`config.mk`:
```
export PLATFORM = sky130hd
export DESIGN_NAME = cdtl_ctrl
export DESIGN_NICKNAME = d
export VERILOG_FILES = /design/src/hw/rtl/cdtl_pkg.sv /design/src/hw/rtl/cdtl_ctrl.sv
export SDC_FILE = /design/constraint.sdc
export NUM_CORES = 1
export LEC_CHECK = 0
export ABC_CLOCK_PERIOD_IN_PS = 9600
export BUFFER_PORTS_ARGS = -buffer_cell sky130_fd_sc_hd__buf_2
export CAP_MARGIN = 30
export CELL_PAD_IN_SITES_DETAIL_PLACEMENT = 1
export CELL_PAD_IN_SITES_GLOBAL_PLACEMENT = 1
export CORE_MARGIN = 4
export CORE_UTILIZATION = 42
export CTS_CLUSTER_SIZE = 30
export DETAILED_ROUTE_END_ITERATION = 16
export PLACE_DENSITY_LB_ADDON = 0.1
export SLEW_MARGIN = 15
export SYNTH_ARGS = -nofsm -noshare
export SYNTH_HDL_FRONTEND = slang
export SYNTH_SLANG_ARGS = --single-unit
```
`constraint.sdc`:
```
create_clock -name clk -period 9.6 [get_ports clk]
set_input_delay 1.92 -clock clk [delete_from_list [all_inputs] [get_ports clk]]
set_output_delay 1.92 -clock clk [all_outputs]
set_load 0.005 [all_outputs]
```
`src/hw/rtl/cdtl_pkg.sv`:
```
package cdtl_pkg;

  localparam logic [1:0] OP_LOAD = 2'd0;
  localparam logic [1:0] OP_READ = 2'd1;
  localparam logic [1:0] OP_RUN  = 2'd2;

  localparam logic [1:0] ST_IDLE    = 2'd0;
  localparam logic [1:0] ST_LOADING = 2'd1;
  localparam logic [1:0] ST_COMMIT  = 2'd2;
  localparam logic [1:0] ST_REJECT  = 2'd3;

  localparam logic [31:0] SUM_SEED = 32'hF00D8421;

  localparam int WORD_W    = 32;
  localparam int ADDR_W    = 10;
  localparam int DATA_W    = 16;
  localparam int OUT_ROW_W = 9;

  typedef struct packed {
    logic [1:0]           status;
    logic                 running;
    logic [OUT_ROW_W-1:0] rows;
    logic                 rd_hit;
  } res_t;

endpackage

```
`src/hw/rtl/cdtl_ctrl.sv`:
```
module cdtl_ctrl #(
  parameter int ROW_CAPACITY = 512,
  parameter int MIN_ROWS     = 29,
  parameter int ENTRY_WIDTH  = 16,
  localparam int ROW_W       = $clog2(ROW_CAPACITY),
  localparam int POS_W       = ROW_W + 1,
  localparam int AW          = POS_W + 1
) (
  input  logic                        clk,
  input  logic                        rst_n,
  input  logic                        item_en,
  input  logic [1:0]                  op,
  input  logic [cdtl_pkg::WORD_W-1:0] load_word,
  input  logic [cdtl_pkg::ADDR_W-1:0] read_address,
  input  logic                        run_value,
  output cdtl_pkg::res_t              res,
  output logic                        ram_we,
  output logic                        ram_re,
  output logic [AW-1:0]               ram_addr,
  output logic [ENTRY_WIDTH-1:0]      ram_wdata
);

  typedef enum logic [1:0] {PH_COUNT, PH_SUM, PH_ENTRY} phase_t;

  phase_t           phase_r, phase_nxt;
  logic [POS_W-1:0] pos_r, pos_nxt;
  logic [31:0]      sum_r, sum_nxt;
  logic [31:0]      expect_r, expect_nxt;
  logic [ROW_W-1:0] rows_r, rows_nxt;
  logic [ROW_W-1:0] act_rows_r, act_rows_nxt;
  logic             bank_r, bank_nxt;
  logic             run_r, run_nxt;

  logic [POS_W-1:0] last;
  logic [POS_W:0]   pinc;
  logic [31:0]      entry_sum;
  logic             bad_count;
  logic [31:0]      addr32;
  logic             rd_in_range;
  logic [31:0]      rows32;

  always_comb begin
    last        = {rows_r, 1'b0} - POS_W'(1);
    pinc        = {1'b0, pos_r} + (POS_W + 1)'(1);
    entry_sum   = sum_r + load_word + 32'(pinc[POS_W:1]);
    bad_count   = (load_word >= 32'(ROW_CAPACITY)) || (load_word < 32'(MIN_ROWS));
    addr32      = 32'(read_address);
    rd_in_range = (addr32 < 32'({act_rows_r, 1'b0})) && (addr32 < 32'(2 * ROW_CAPACITY));

    phase_nxt    = phase_r;
    pos_nxt      = pos_r;
    sum_nxt      = sum_r;
    expect_nxt   = expect_r;
    rows_nxt     = rows_r;
    act_rows_nxt = act_rows_r;
    bank_nxt     = bank_r;
    run_nxt      = run_r;

    res.status = (phase_r != PH_COUNT) ? cdtl_pkg::ST_LOADING : cdtl_pkg::ST_IDLE;
    res.rd_hit = 1'b0;
    ram_we     = 1'b0;
    ram_re     = 1'b0;
    ram_addr   = {bank_r, addr32[POS_W-1:0]};
    ram_wdata  = load_word[ENTRY_WIDTH-1:0];

    if (item_en) begin
      case (op)
        cdtl_pkg::OP_LOAD: begin
          case (phase_r)
            PH_COUNT: begin
              if (bad_count) begin
                run_nxt    = 1'b1;
                res.status = cdtl_pkg::ST_REJECT;
              end else begin
                rows_nxt   = load_word[ROW_W-1:0];
                sum_nxt    = cdtl_pkg::SUM_SEED + load_word;
                phase_nxt  = PH_SUM;
                res.status = cdtl_pkg::ST_LOADING;
              end
            end
            PH_SUM: begin
              expect_nxt = load_word;
              pos_nxt    = '0;
              phase_nxt  = PH_ENTRY;
              res.status = cdtl_pkg::ST_LOADING;
            end
            PH_ENTRY: begin
              sum_nxt  = entry_sum;
              ram_we   = 1'b1;
              ram_addr = {~bank_r, pos_r};
              if (pos_r != last) begin
                pos_nxt    = pos_r + POS_W'(1);
                res.status = cdtl_pkg::ST_LOADING;
              end else begin
                phase_nxt = PH_COUNT;
                run_nxt   = 1'b1;
                if (entry_sum == expect_r) begin
                  bank_nxt     = ~bank_r;
                  act_rows_nxt = rows_r;
                  res.status   = cdtl_pkg::ST_COMMIT;
                end else begin
                  res.status = cdtl_pkg::ST_REJECT;
                end
              end
            end
            default: begin
              phase_nxt = PH_COUNT;
            end
          endcase
        end
        cdtl_pkg::OP_READ: begin
          if (rd_in_range) begin
            ram_re     = 1'b1;
            res.rd_hit = 1'b1;
          end
        end
        cdtl_pkg::OP_RUN: begin
          run_nxt = run_value;
        end
        default: begin
        end
      endcase
    end

    rows32      = 32'(act_rows_nxt);
    res.running = run_nxt;
    res.rows    = rows32[cdtl_pkg::OUT_ROW_W-1:0];
  end

  always_ff @(posedge clk) begin
    if (!rst_n) begin
      phase_r    <= PH_COUNT;
      pos_r      <= '0;
      sum_r      <= '0;
      expect_r   <= '0;
      rows_r     <= '0;
      act_rows_r <= '0;
      bank_r     <= 1'b0;
      run_r      <= 1'b0;
    end else begin
      phase_r    <= phase_nxt;
      pos_r      <= pos_nxt;
      sum_r      <= sum_nxt;
      expect_r   <= expect_nxt;
      rows_r     <= rows_nxt;
      act_rows_r <= act_rows_nxt;
      bank_r     <= bank_nxt;
      run_r      <= run_nxt;
    end
  end

  a_pos_bound: assert property (@(posedge clk) disable iff (!rst_n)
    (phase_r == PH_ENTRY) |-> (pos_r <= last))
    else $error("Load position ran past the last entry.");

  a_write_phase: assert property (@(posedge clk) disable iff (!rst_n)
    ram_we |-> (item_en && phase_r == PH_ENTRY && !ram_re))
    else $error("Table write outside the entry phase.");

  a_commit_rows: assert property (@(posedge clk) disable iff (!rst_n)
    (bank_nxt != bank_r) |=>
      (32'(act_rows_r) >= 32'(MIN_ROWS) && 32'(act_rows_r) < 32'(ROW_CAPACITY)))
    else $error("Bank switched to a table with an illegal row count.");

endmodule

```
# After elaboration in Yosys (flattened, before gate mapping)
# Cells that the tools add are included.
# classes
n_eq_ne	9
addsub	6
n_lt_le_gt_ge	3
n_reduce_logical	12
bitwise	3
n_mux	33
# op_table
cell	n
$pmux 32 s2	1
$mux 9	5
$mux 11	3
$add 32x10->32	1
$add 32x32->32	1
$add 32x32->32 const A	1
$eq 32x32->1	1
$ge 32x10->1 const B	1
$lt 32x5->1 const B	1
$mux 32	1
$pmux 10 s2	1
$reduce_and 4->1	4
$mux 2	6
$pmux 2 s3	2
$add 10x1->11 const B	1
$mux 1	11
$add 10x1->10 const B	1
$lt 10x10->1	1
$mux 10	1
$ne 10x10->1	1
$sub 10x1->10 const B	1
$ne 2x2->1 const B	3
$reduce_bool 2->1	3
$reduce_and 5->1	1
7 further kinds	13
# totals
ff_bits	96
out_inout_bits	42
word_cells	74

# Depth between registers and ports, before layout
# Gate-level depths: netlist of run 1.
# logic_depth
word_depth	8
depth_mapped	21
mapped_depth_nobuf	18

# Worst setup path before layout of run 1
# OpenSTA, ideal clock, no wires.
# synth_path
kind	input -> output
startpoint	input port load_word[2] (netlist bit)
endpoint	output port res[1] (netlist bit)
required_ns	7.680
path_buffers	3
path_stages	16
path_slack_ns	1.585
arrival_time_ns	6.095
cell_sequence	clkbuf_1 inv_1 fa_1 fa_1 nor2b_1 o21ai_2 a211o_1 and2_1 buf_2 o31ai_1 a211oi_1 xnor3_1 nor4b_2 and2_4 buf_12 mux2_4
# synth_lines
item	line	rtl
start: declaration	cdtl_ctrl.sv:13	input logic [cdtl_pkg::WORD_W-1:0] load_word,
end: declaration	cdtl_ctrl.sv:16	output cdtl_pkg::res_t res,

==> key figures, run 1 <==
Timing
  – Slew Viols, Final: 0
  – Worst Skew: 0.0204 ns
  – Final min period: 8.87 ns
  – RSZ-0062 raised after global routing: false
  – Worst slew pin tran: 0.892 ns
  – Final Setup Violations: 0
  – Max-slew headroom: 0.403
  – Tcrit/Tclk final: 0.924
  – Setup_tns: 0 ns
  – Fmax: 113 MHz
  – Final Hold Violating Endpoints: 0

Power and ir drop
  – Pint: 0.000633 W
  – Switch Pwr: 0.000273 W
  – Switch share: 0.301
  – Clock share of power: 0.419
  – Share of power burned in combinational logic: 0.142
  – Power per standard cell area: 95.1 nW/um2
  – Max VDD drop: 0.0834 mV
  – Flop pwr share: 0.439
  – Lkg Pwr: 3.91 nW

Global route
  – Largest net degree at the start of global routing: 108
  – GRT Util Overall: 0.260
  – First-pass GRT wire length: 48,500 um
  – GRT overflow: 0
  – Vias in the first global route: 8,524
  – Initial antenna violation count: 1

Clock network
  – Postcts setup bufs: 0
  – CTS resizes: 0
  – CTS buffer count: 9
  – Root Buffer: clkbuf_16
  – Sink Count: 96
  – Clock Tree Buf Depth: 2
  – Number of H-tree levels: 3
  – Clock Pin Slew Worst Setup and Hold Paths: 0.07 ns
  – # hold bufs at CTS: 0
  – Clock latency at the later pin of the worst-skew pair: 0.37 ns
  – CTS tree: done

Yosys
  – Top FF cell, synth: dfxtp_1
  – Mux cell area share after synthesis: 0.0205
  – XOR/XNOR Fraction of Synth Area: 0.100
  – Ys Warns: 0
  – Asr flop ratio synth: 0
  – Synth Area in Simple Gates: 0.241
  – Register area share after synthesis: 0.219
  – Cell area after synthesis: 8770 um2
  – Top-area cell type share of the netlist area: 0.219
  – Leading post-synthesis cells by cell area: dfxtp_1, ha_1, nand2_1, xnor2_1, a21boi_0
  – Post-synth EDFFs: 0
  – Syn_nets: 1,278
  – Synthesized flop and latch total: 96
  – Synth area leader: dfxtp_1
  – Synth Area in Compound Gates: 0.226
  – Largest family of logic cells by synthesized area: simple AND/OR/NAND/NOR gates
  – Syn Area/Cell: 7.59 um2
  – Count of cell types in the netlist: 78
  – Post-Synth Adder-Cell Area: 0.116
  – Mapped Cells: 1,155

Setup path
  – CP max FO: 20
  – Worst flop-to-flop path endpoint: act_rows_r[7]$_SDFF_PN0_
  – Setup slack, reg-to-reg: 3.33 ns
  – WP data arrival: 6.95 ns
  – Setup crit end kind: output port
  – Worst endpoint required time: 7.68 ns
  – Crit path launch: load_word[1]
  – Crit Path Class: in -> out
  – Critical Path Start Type: input port
  – FF-to-FF Start: pos_r[1]$_SDFFE_PN0P_
  – Path depth of the worst reg2reg path: 17

Routing
  – Overall routed net length: 30,500 um
  – Avg WL per Cell: 21.0 um
  – Drt drc: 0
  – Violation count after the first detailed-routing iteration: 658
  – Via-to-Cell Ratio: 5.74
  – Via count: 8,351
  – Post-route ant nets: 0
  – 1st-pass router iterations: 5

Floorplanning
  – CORE AREA: 20,400 um2
  – Std cell rows: 52
  – Initial core utilization: 0.431
  – Die width: 153 um
  – Die Span Y: 153 um
  – Die area: 23,300 um2
  – Top Ports: 90

Final layout
  – Nets: 1,303
  – Fillers: 2,566
  – Final Util: 0.468
  – ANT cells: 0
  – Area Growth Syn to Fin: 8.66%
  – Share of post-route cells with drive strength above 1: 0.125

Job
  – Max-Cap Viols: 0

Min path
  – Hold path start: act_rows_r[2]$_SDFF_PN0_
  – Hold path cells: 2
  – Hold EP: act_rows_r[2]$_SDFF_PN0_
  – Worst min-delay path class: reg -> reg

Placed design
  – Port buffer count: 89
  – GPL Wtd Cong: 0.948
  – Hpwl dp: 23,700 um

Outcome
  – Run status: finished clean
[power by group through the flow]
stage | combinational [W] | clock, W | sequential, W
after floorplan | 0.0000824 | 0 | 0.000408
after global placement | 0.000125 | 0 | 0.000408
after detailed placement | 0.000126 | 0 | 0.000408
after CTS | 0.000127 | 0.000386 | 0.000398
after global routing | 0.000143 | 0.000400 | 0.000398
final | 0.000129 | 0.000379 | 0.000398
[critical path, stage by stage]
cell	delay, ns
buf_2	0.13
inv_1	0.11
fa_1	0.49
inv_1	0.07
ha_1	0.18
inv_1	0.06
fa_1	0.41
nor2b_1	0.29
o21ai_2	0.17
a211o_1	0.32
and2_1	0.27
o31ai_1	0.76
a211oi_1	0.28
xnor2_1	0.23
and4_1	0.41
and2_4	0.39
mux2_4	0.32
buf_2	0.12
[metrics by stage]
stage | cell area, um2 | hold slack [ns] | setup slack [ns] | instances | total power [W]
after global placement | 9190 | 0.444 | 0.877 | 1437 | 0.000533
after global routing | 9530 | 0.483 | 0.475 | 1455 | 0.000941
final | 9530 | 0.463 | 0.728 | 1455 | 0.000906
after floorplan | 8770 | 0.435 | 1.59 | 1155 | 0.000490
after detailed placement | 9190 | 0.456 | 0.810 | 1437 | 0.000534
after CTS | 9490 | 0.467 | 0.776 | 1453 | 0.000912
[cell usage in the layout, fill, tap and decap left out, types with 13 or more instances in the layout]
cell type and instances:
dfxtp_1 96, a21oi_1 68, nand3_1 30, xnor2_1 51
nand2_1 186, nor3_1 18, ha_1 64, nor2_1 63
and2_1 13, xor2_1 31, nor2b_1 31, inv_1 58
a21boi_0 52, buf_2 89, nand4_1 21, o21ai_0 60
[kinds of logic (layout without fill, tap and decap cells)]
kind of cell / Yosys count / count (layout)
adders and majority gates: 75 / 75
and+or+nand+nor: 435 / 435
xor gates and xnor gates: 89 / 89
DFF: 96 / 96
AOI/OAI and AO/OA: 297 / 297
buffers and inverters: 146 / 176
muxes: 17 / 17
[worst max path at each step]
stage	to	slack (ns)
after CTS	res[1]	0.78
after floorplan	res[1]	1.59
after global routing	res[1]	0.48
after global placement	res[1]	0.88
final	res[1]	0.73
after detailed placement	res[1]	0.81
[layer usage]
layer	GRT usage	vias to the layer above	part of all wire
met3	0.0386	33	0.052
met2	0.406	189	0.44
met1	0.377	4051	0.49
met5	0	-	0.00043
li1	-	4076	-
met4	0.0632	2	0.016
[sequential cells by signal (all words and copies together), names as in the netlist]
register and count:
act_rows_r 9, bank_r 1, expect_r 32, phase_r 2, pos_r 10, rows_r 9, run_r 1, sum_r 32
[area by class of cell]
| type | instances | area, um2 | share of cell area |
|---|---|---|---|
| clock buffers | 9 | 225 | 0.0236 |
| multi-input cells | 913 | 6190 | 0.649 |
| inverters | 58 | 218 | 0.0228 |
| well taps | 270 | 338 | 0.0355 |
| flip-flops and latches | 96 | 1920 | 0.202 |
| clock inverters | 7 | 73.8 | 0.00775 |
| repair buffers | 102 | 567 | 0.0595 |
[Yosys cell counts (all sizes together) (7+ instances only)]
| cell | instances |
|---|---|
| nand2 | 186 |
| dfxtp | 96 |
| a21oi | 69 |
| ha | 64 |
| o21ai | 64 |
| nor2 | 63 |
| inv | 58 |
| a21boi | 52 |
| xnor2 | 51 |
| clkbuf | 50 |
| buf | 38 |
| nand3 | 31 |
| nor2b | 31 |
| xor2 | 31 |
| nand4 | 21 |
| nor3 | 19 |
| and2 | 15 |
| a211oi | 14 |
| mux2i | 12 |
| o211ai | 12 |
| a21o | 11 |
| a22oi | 11 |
| fa | 11 |
| nor4 | 11 |
| nand3b | 10 |
| o21a | 10 |
| nor3b | 9 |
| and3 | 8 |
| nand2b | 7 |
Note: power is estimated with default switching activity, not from simulation.
==> run 2: changes to the inputs <==
--- a/config.mk
+++ b/config.mk
@@ -5,7 +5,7 @@
 export SDC_FILE = /design/constraint.sdc
 export NUM_CORES = 1
 export LEC_CHECK = 0
-export ABC_CLOCK_PERIOD_IN_PS = 9600
+export ABC_CLOCK_PERIOD_IN_PS = 9300
 export BUFFER_PORTS_ARGS = -buffer_cell sky130_fd_sc_hd__buf_2
 export CAP_MARGIN = 30
 export CELL_PAD_IN_SITES_DETAIL_PLACEMENT = 1
@@ -14,6 +14,7 @@
 export CORE_UTILIZATION = 42
 export CTS_CLUSTER_SIZE = 30
 export DETAILED_ROUTE_END_ITERATION = 16
+export GPL_TIMING_DRIVEN = 0
 export PLACE_DENSITY_LB_ADDON = 0.1
 export SLEW_MARGIN = 15
 export SYNTH_ARGS = -nofsm -noshare
==> constraint.sdc (replaced) <==
create_clock -name clk -period 9.3 [get_ports clk]
set_input_delay 1.86 -clock clk [delete_from_list [all_inputs] [get_ports clk]]
set_output_delay 1.86 -clock clk [all_outputs]
set_load 0.005 [all_outputs]
==> run 2 against run 1 <==
Sequential cell count did not move. Design area rose by 3.5%. Clock skew down 0.010 ns. Via count increased by 6.8%. Core utilization rose by 1.7 points. Cell count up 5.1%. Sequential share of layout area down 0.69 points. Global-route usage up 2.7 points. Non-clock buffer count is 74 higher.
==> key figures, run 2 (synthesized netlist as in run 1, its figures left out) <==
Outcome
  – Run status: finished clean

Clock network
  – Clock Pin Slew Worst Setup and Hold Paths: 0.08 ns (about the same)
  – Number of H-tree levels: 3 (unchanged)
  – Sink Count: 96 (unchanged)
  – Clock latency at the later pin of the worst-skew pair: 0.37 ns (about the same)
  – CTS buffer count: 9 (unchanged)
  – # hold bufs at CTS: 0 (unchanged)
  – CTS tree: done
  – Postcts setup bufs: 0 (unchanged)
  – Clock Tree Buf Depth: 2 (unchanged)
  – Root Buffer: clkbuf_16

Global route
  – First-pass GRT wire length: 52,200 um (+7.6%)
  – Largest net degree at the start of global routing: 20 (-81%)
  – GRT overflow: 0 (unchanged)
  – GRT Util Overall: 0.286 (+0.0265)
  – Initial antenna violation count: 0 (-1)
  – Vias in the first global route: 8,894 (+4.3%)

Setup path
  – Critical Path Start Type: input port
  – CP max FO: 10 (-50%)
  – WP data arrival: 7.06 ns (+0.11 ns)
  – Setup crit end kind: output port
  – Worst endpoint required time: 7.44 ns (-0.24 ns)
  – Crit Path Class: in -> out

Final layout
  – Nets: 1,377 (+5.7%)
  – Area Growth Syn to Fin: 12.5%
  – Most common cell after layout, fill and taps aside: nand2_1
  – Most frequent cells in the layout: nand2_1, buf_2, dfxtp_1
  – Post-route cell area: 9870 um2 (+3.5%)
  – Fillers: 2,606 (+1.6%)
  – Top flop regs: expect_r: 32 flops, sum_r: 32 flops, pos_r: 10 flops
  – Share of post-route cells with drive strength above 1: 0.135 (+0.0101)
  – ANT cells: 0 (unchanged)
  – Final Util: 0.485 (+0.0166)

Routing
  – Avg WL per Cell: 22.2 um (+5.8%)
  – Drt drc: 0 (unchanged)
  – Violation count after the first detailed-routing iteration: 628 (-4.6%)
  – Via-to-Cell Ratio: 5.83 (+1.6%)
  – Post-route ant nets: 0 (unchanged)
  – Via count: 8,920 (+6.8%)
  – Overall routed net length: 33,900 um (+11%)
  – 1st-pass router iterations: 5 (unchanged)

Power and ir drop
  – Final Power: 0.000960 W (+5.9%)
  – Lkg Pwr: 4.07 nW (+4.1%)
  – Max VDD drop: 0.0764 mV (-8.4%)
  – Power per standard cell area: 97.2 nW/um2 (+2.3%)

Timing
  – Slew Viols, Final: 0 (unchanged)
  – RSZ-0062 raised after global routing: false
  – Setup_tns: 0 ns (unchanged)
  – Final Hold Violating Endpoints: 0 (unchanged)
  – Max-slew headroom: 0.431 (+0.0281)
  – Tcrit/Tclk final: 0.959
  – Final Setup Violations: 0 (unchanged)
  – Final min period: 8.92 ns
  – Fmax: 112 MHz
  – Worst Skew: 0.0101 ns (-0.0103 ns)
  – Worst slew pin tran: 0.843 ns (-0.0495 ns)
  – WHS: 0.464 ns (+0.00120 ns)

Placed design
  – GPL Wtd Cong: 1.01 (+6.2%)
  – Port buffer count: 87 (-2.2%)
  – Hpwl dp: 26,900 um (+13%)
  – Placed inst area: 9560 um2 (+4.0%)

Floorplanning
  – Die area: 23,300 um2 (unchanged)
  – Top Ports: 90 (unchanged)
  – Die Span Y: 153 um (unchanged)
  – Std cell rows: 52 (unchanged)
  – Initial core utilization: 0.431 (unchanged)
  – CORE AREA: 20,400 um2 (unchanged)
  – Die width: 153 um (unchanged)

Job
  – Max-Cap Viols: 0 (unchanged)

Min path
  – Worst min-delay path class: reg -> reg
==> run 2: worst max-delay path, cell delays in order <==
cell	delay, ns
clkbuf_1	0.30
inv_1	0.18
fa_1	0.63
inv_1	0.07
ha_1	0.32
a211oi_2	0.41
nor2_1	0.14
a22oi_1	0.29
o2111ai_1	0.16
a211o_1	0.28
or4_2	0.63
nor4_1	0.54
and4_1	0.35
buf_6	0.16
and2_4	0.16
buf_12	0.14
mux2_4	0.30
buf_2	0.12
==> run 2: routing by layer <==
metal,track usage,vias to the layer above,part of all wire
met3,0.0412,51,0.058
met5,0,-,0
met2,0.456,279,0.45
met4,0.0904,0,0.026
met1,0.401,4366,0.47
li1,-,4224,-
==> run 2: through the flow <==
step	cells	worst slack (ns)
2_1_floorplan	1155	1.41
3_3_place_gp	1512	0.0422
3_5_place_dp	1513	-0.0163
4_1_cts	1529	0.217
5_1_grt	1529	0.179
6_report	1529	0.383
==> run 2: timing repair <==
action                     4_1_cts  5_1_grt
pin swaps                        0        0
gates resized for setup          1        1
setup endpoints to repair        3       10
cloned                           0        0
hold endpoints to repair         0        0
==> run 2: where the power goes <==
part	internal (W)	switching, W
registers	0.000411	0.0000000665
logic	0.0000569	0.0000917
clock network	0.000190	0.000210
total	0.000658	0.000301
==> run 2: final cells by class <==
| class | count | area (um2) | area share |
|---|---|---|---|
| plain buffers | 88 | 454 | 0.0460 |
| repair buffers | 88 | 443 | 0.0449 |
| multi-input cells | 913 | 6190 | 0.628 |
| clock buffers | 9 | 225 | 0.0228 |
| clock inverters | 7 | 72.6 | 0.00735 |
| well taps | 270 | 338 | 0.0342 |
| inverters | 58 | 218 | 0.0221 |
| flip-flops and latches | 96 | 1920 | 0.195 |
==> run 2: final timing paths <==
check | startpoint | endpoint | slack [ns] | cells past startpoint
worst max-delay path | load_word[2] | res[1] | 0.38 | 18
worst min-delay path | act_rows_r[8]$_SDFF_PN0_ | act_rows_r[8]$_SDFF_PN0_ | 0.46 | 2
worst max register to register | pos_r[0]$_SDFFE_PN0P_ | bank_r$_SDFFE_PN0P_ | 3.10 | 20
worst min register to register | act_rows_r[8]$_SDFF_PN0_ | act_rows_r[8]$_SDFF_PN0_ | 0.46 | 2
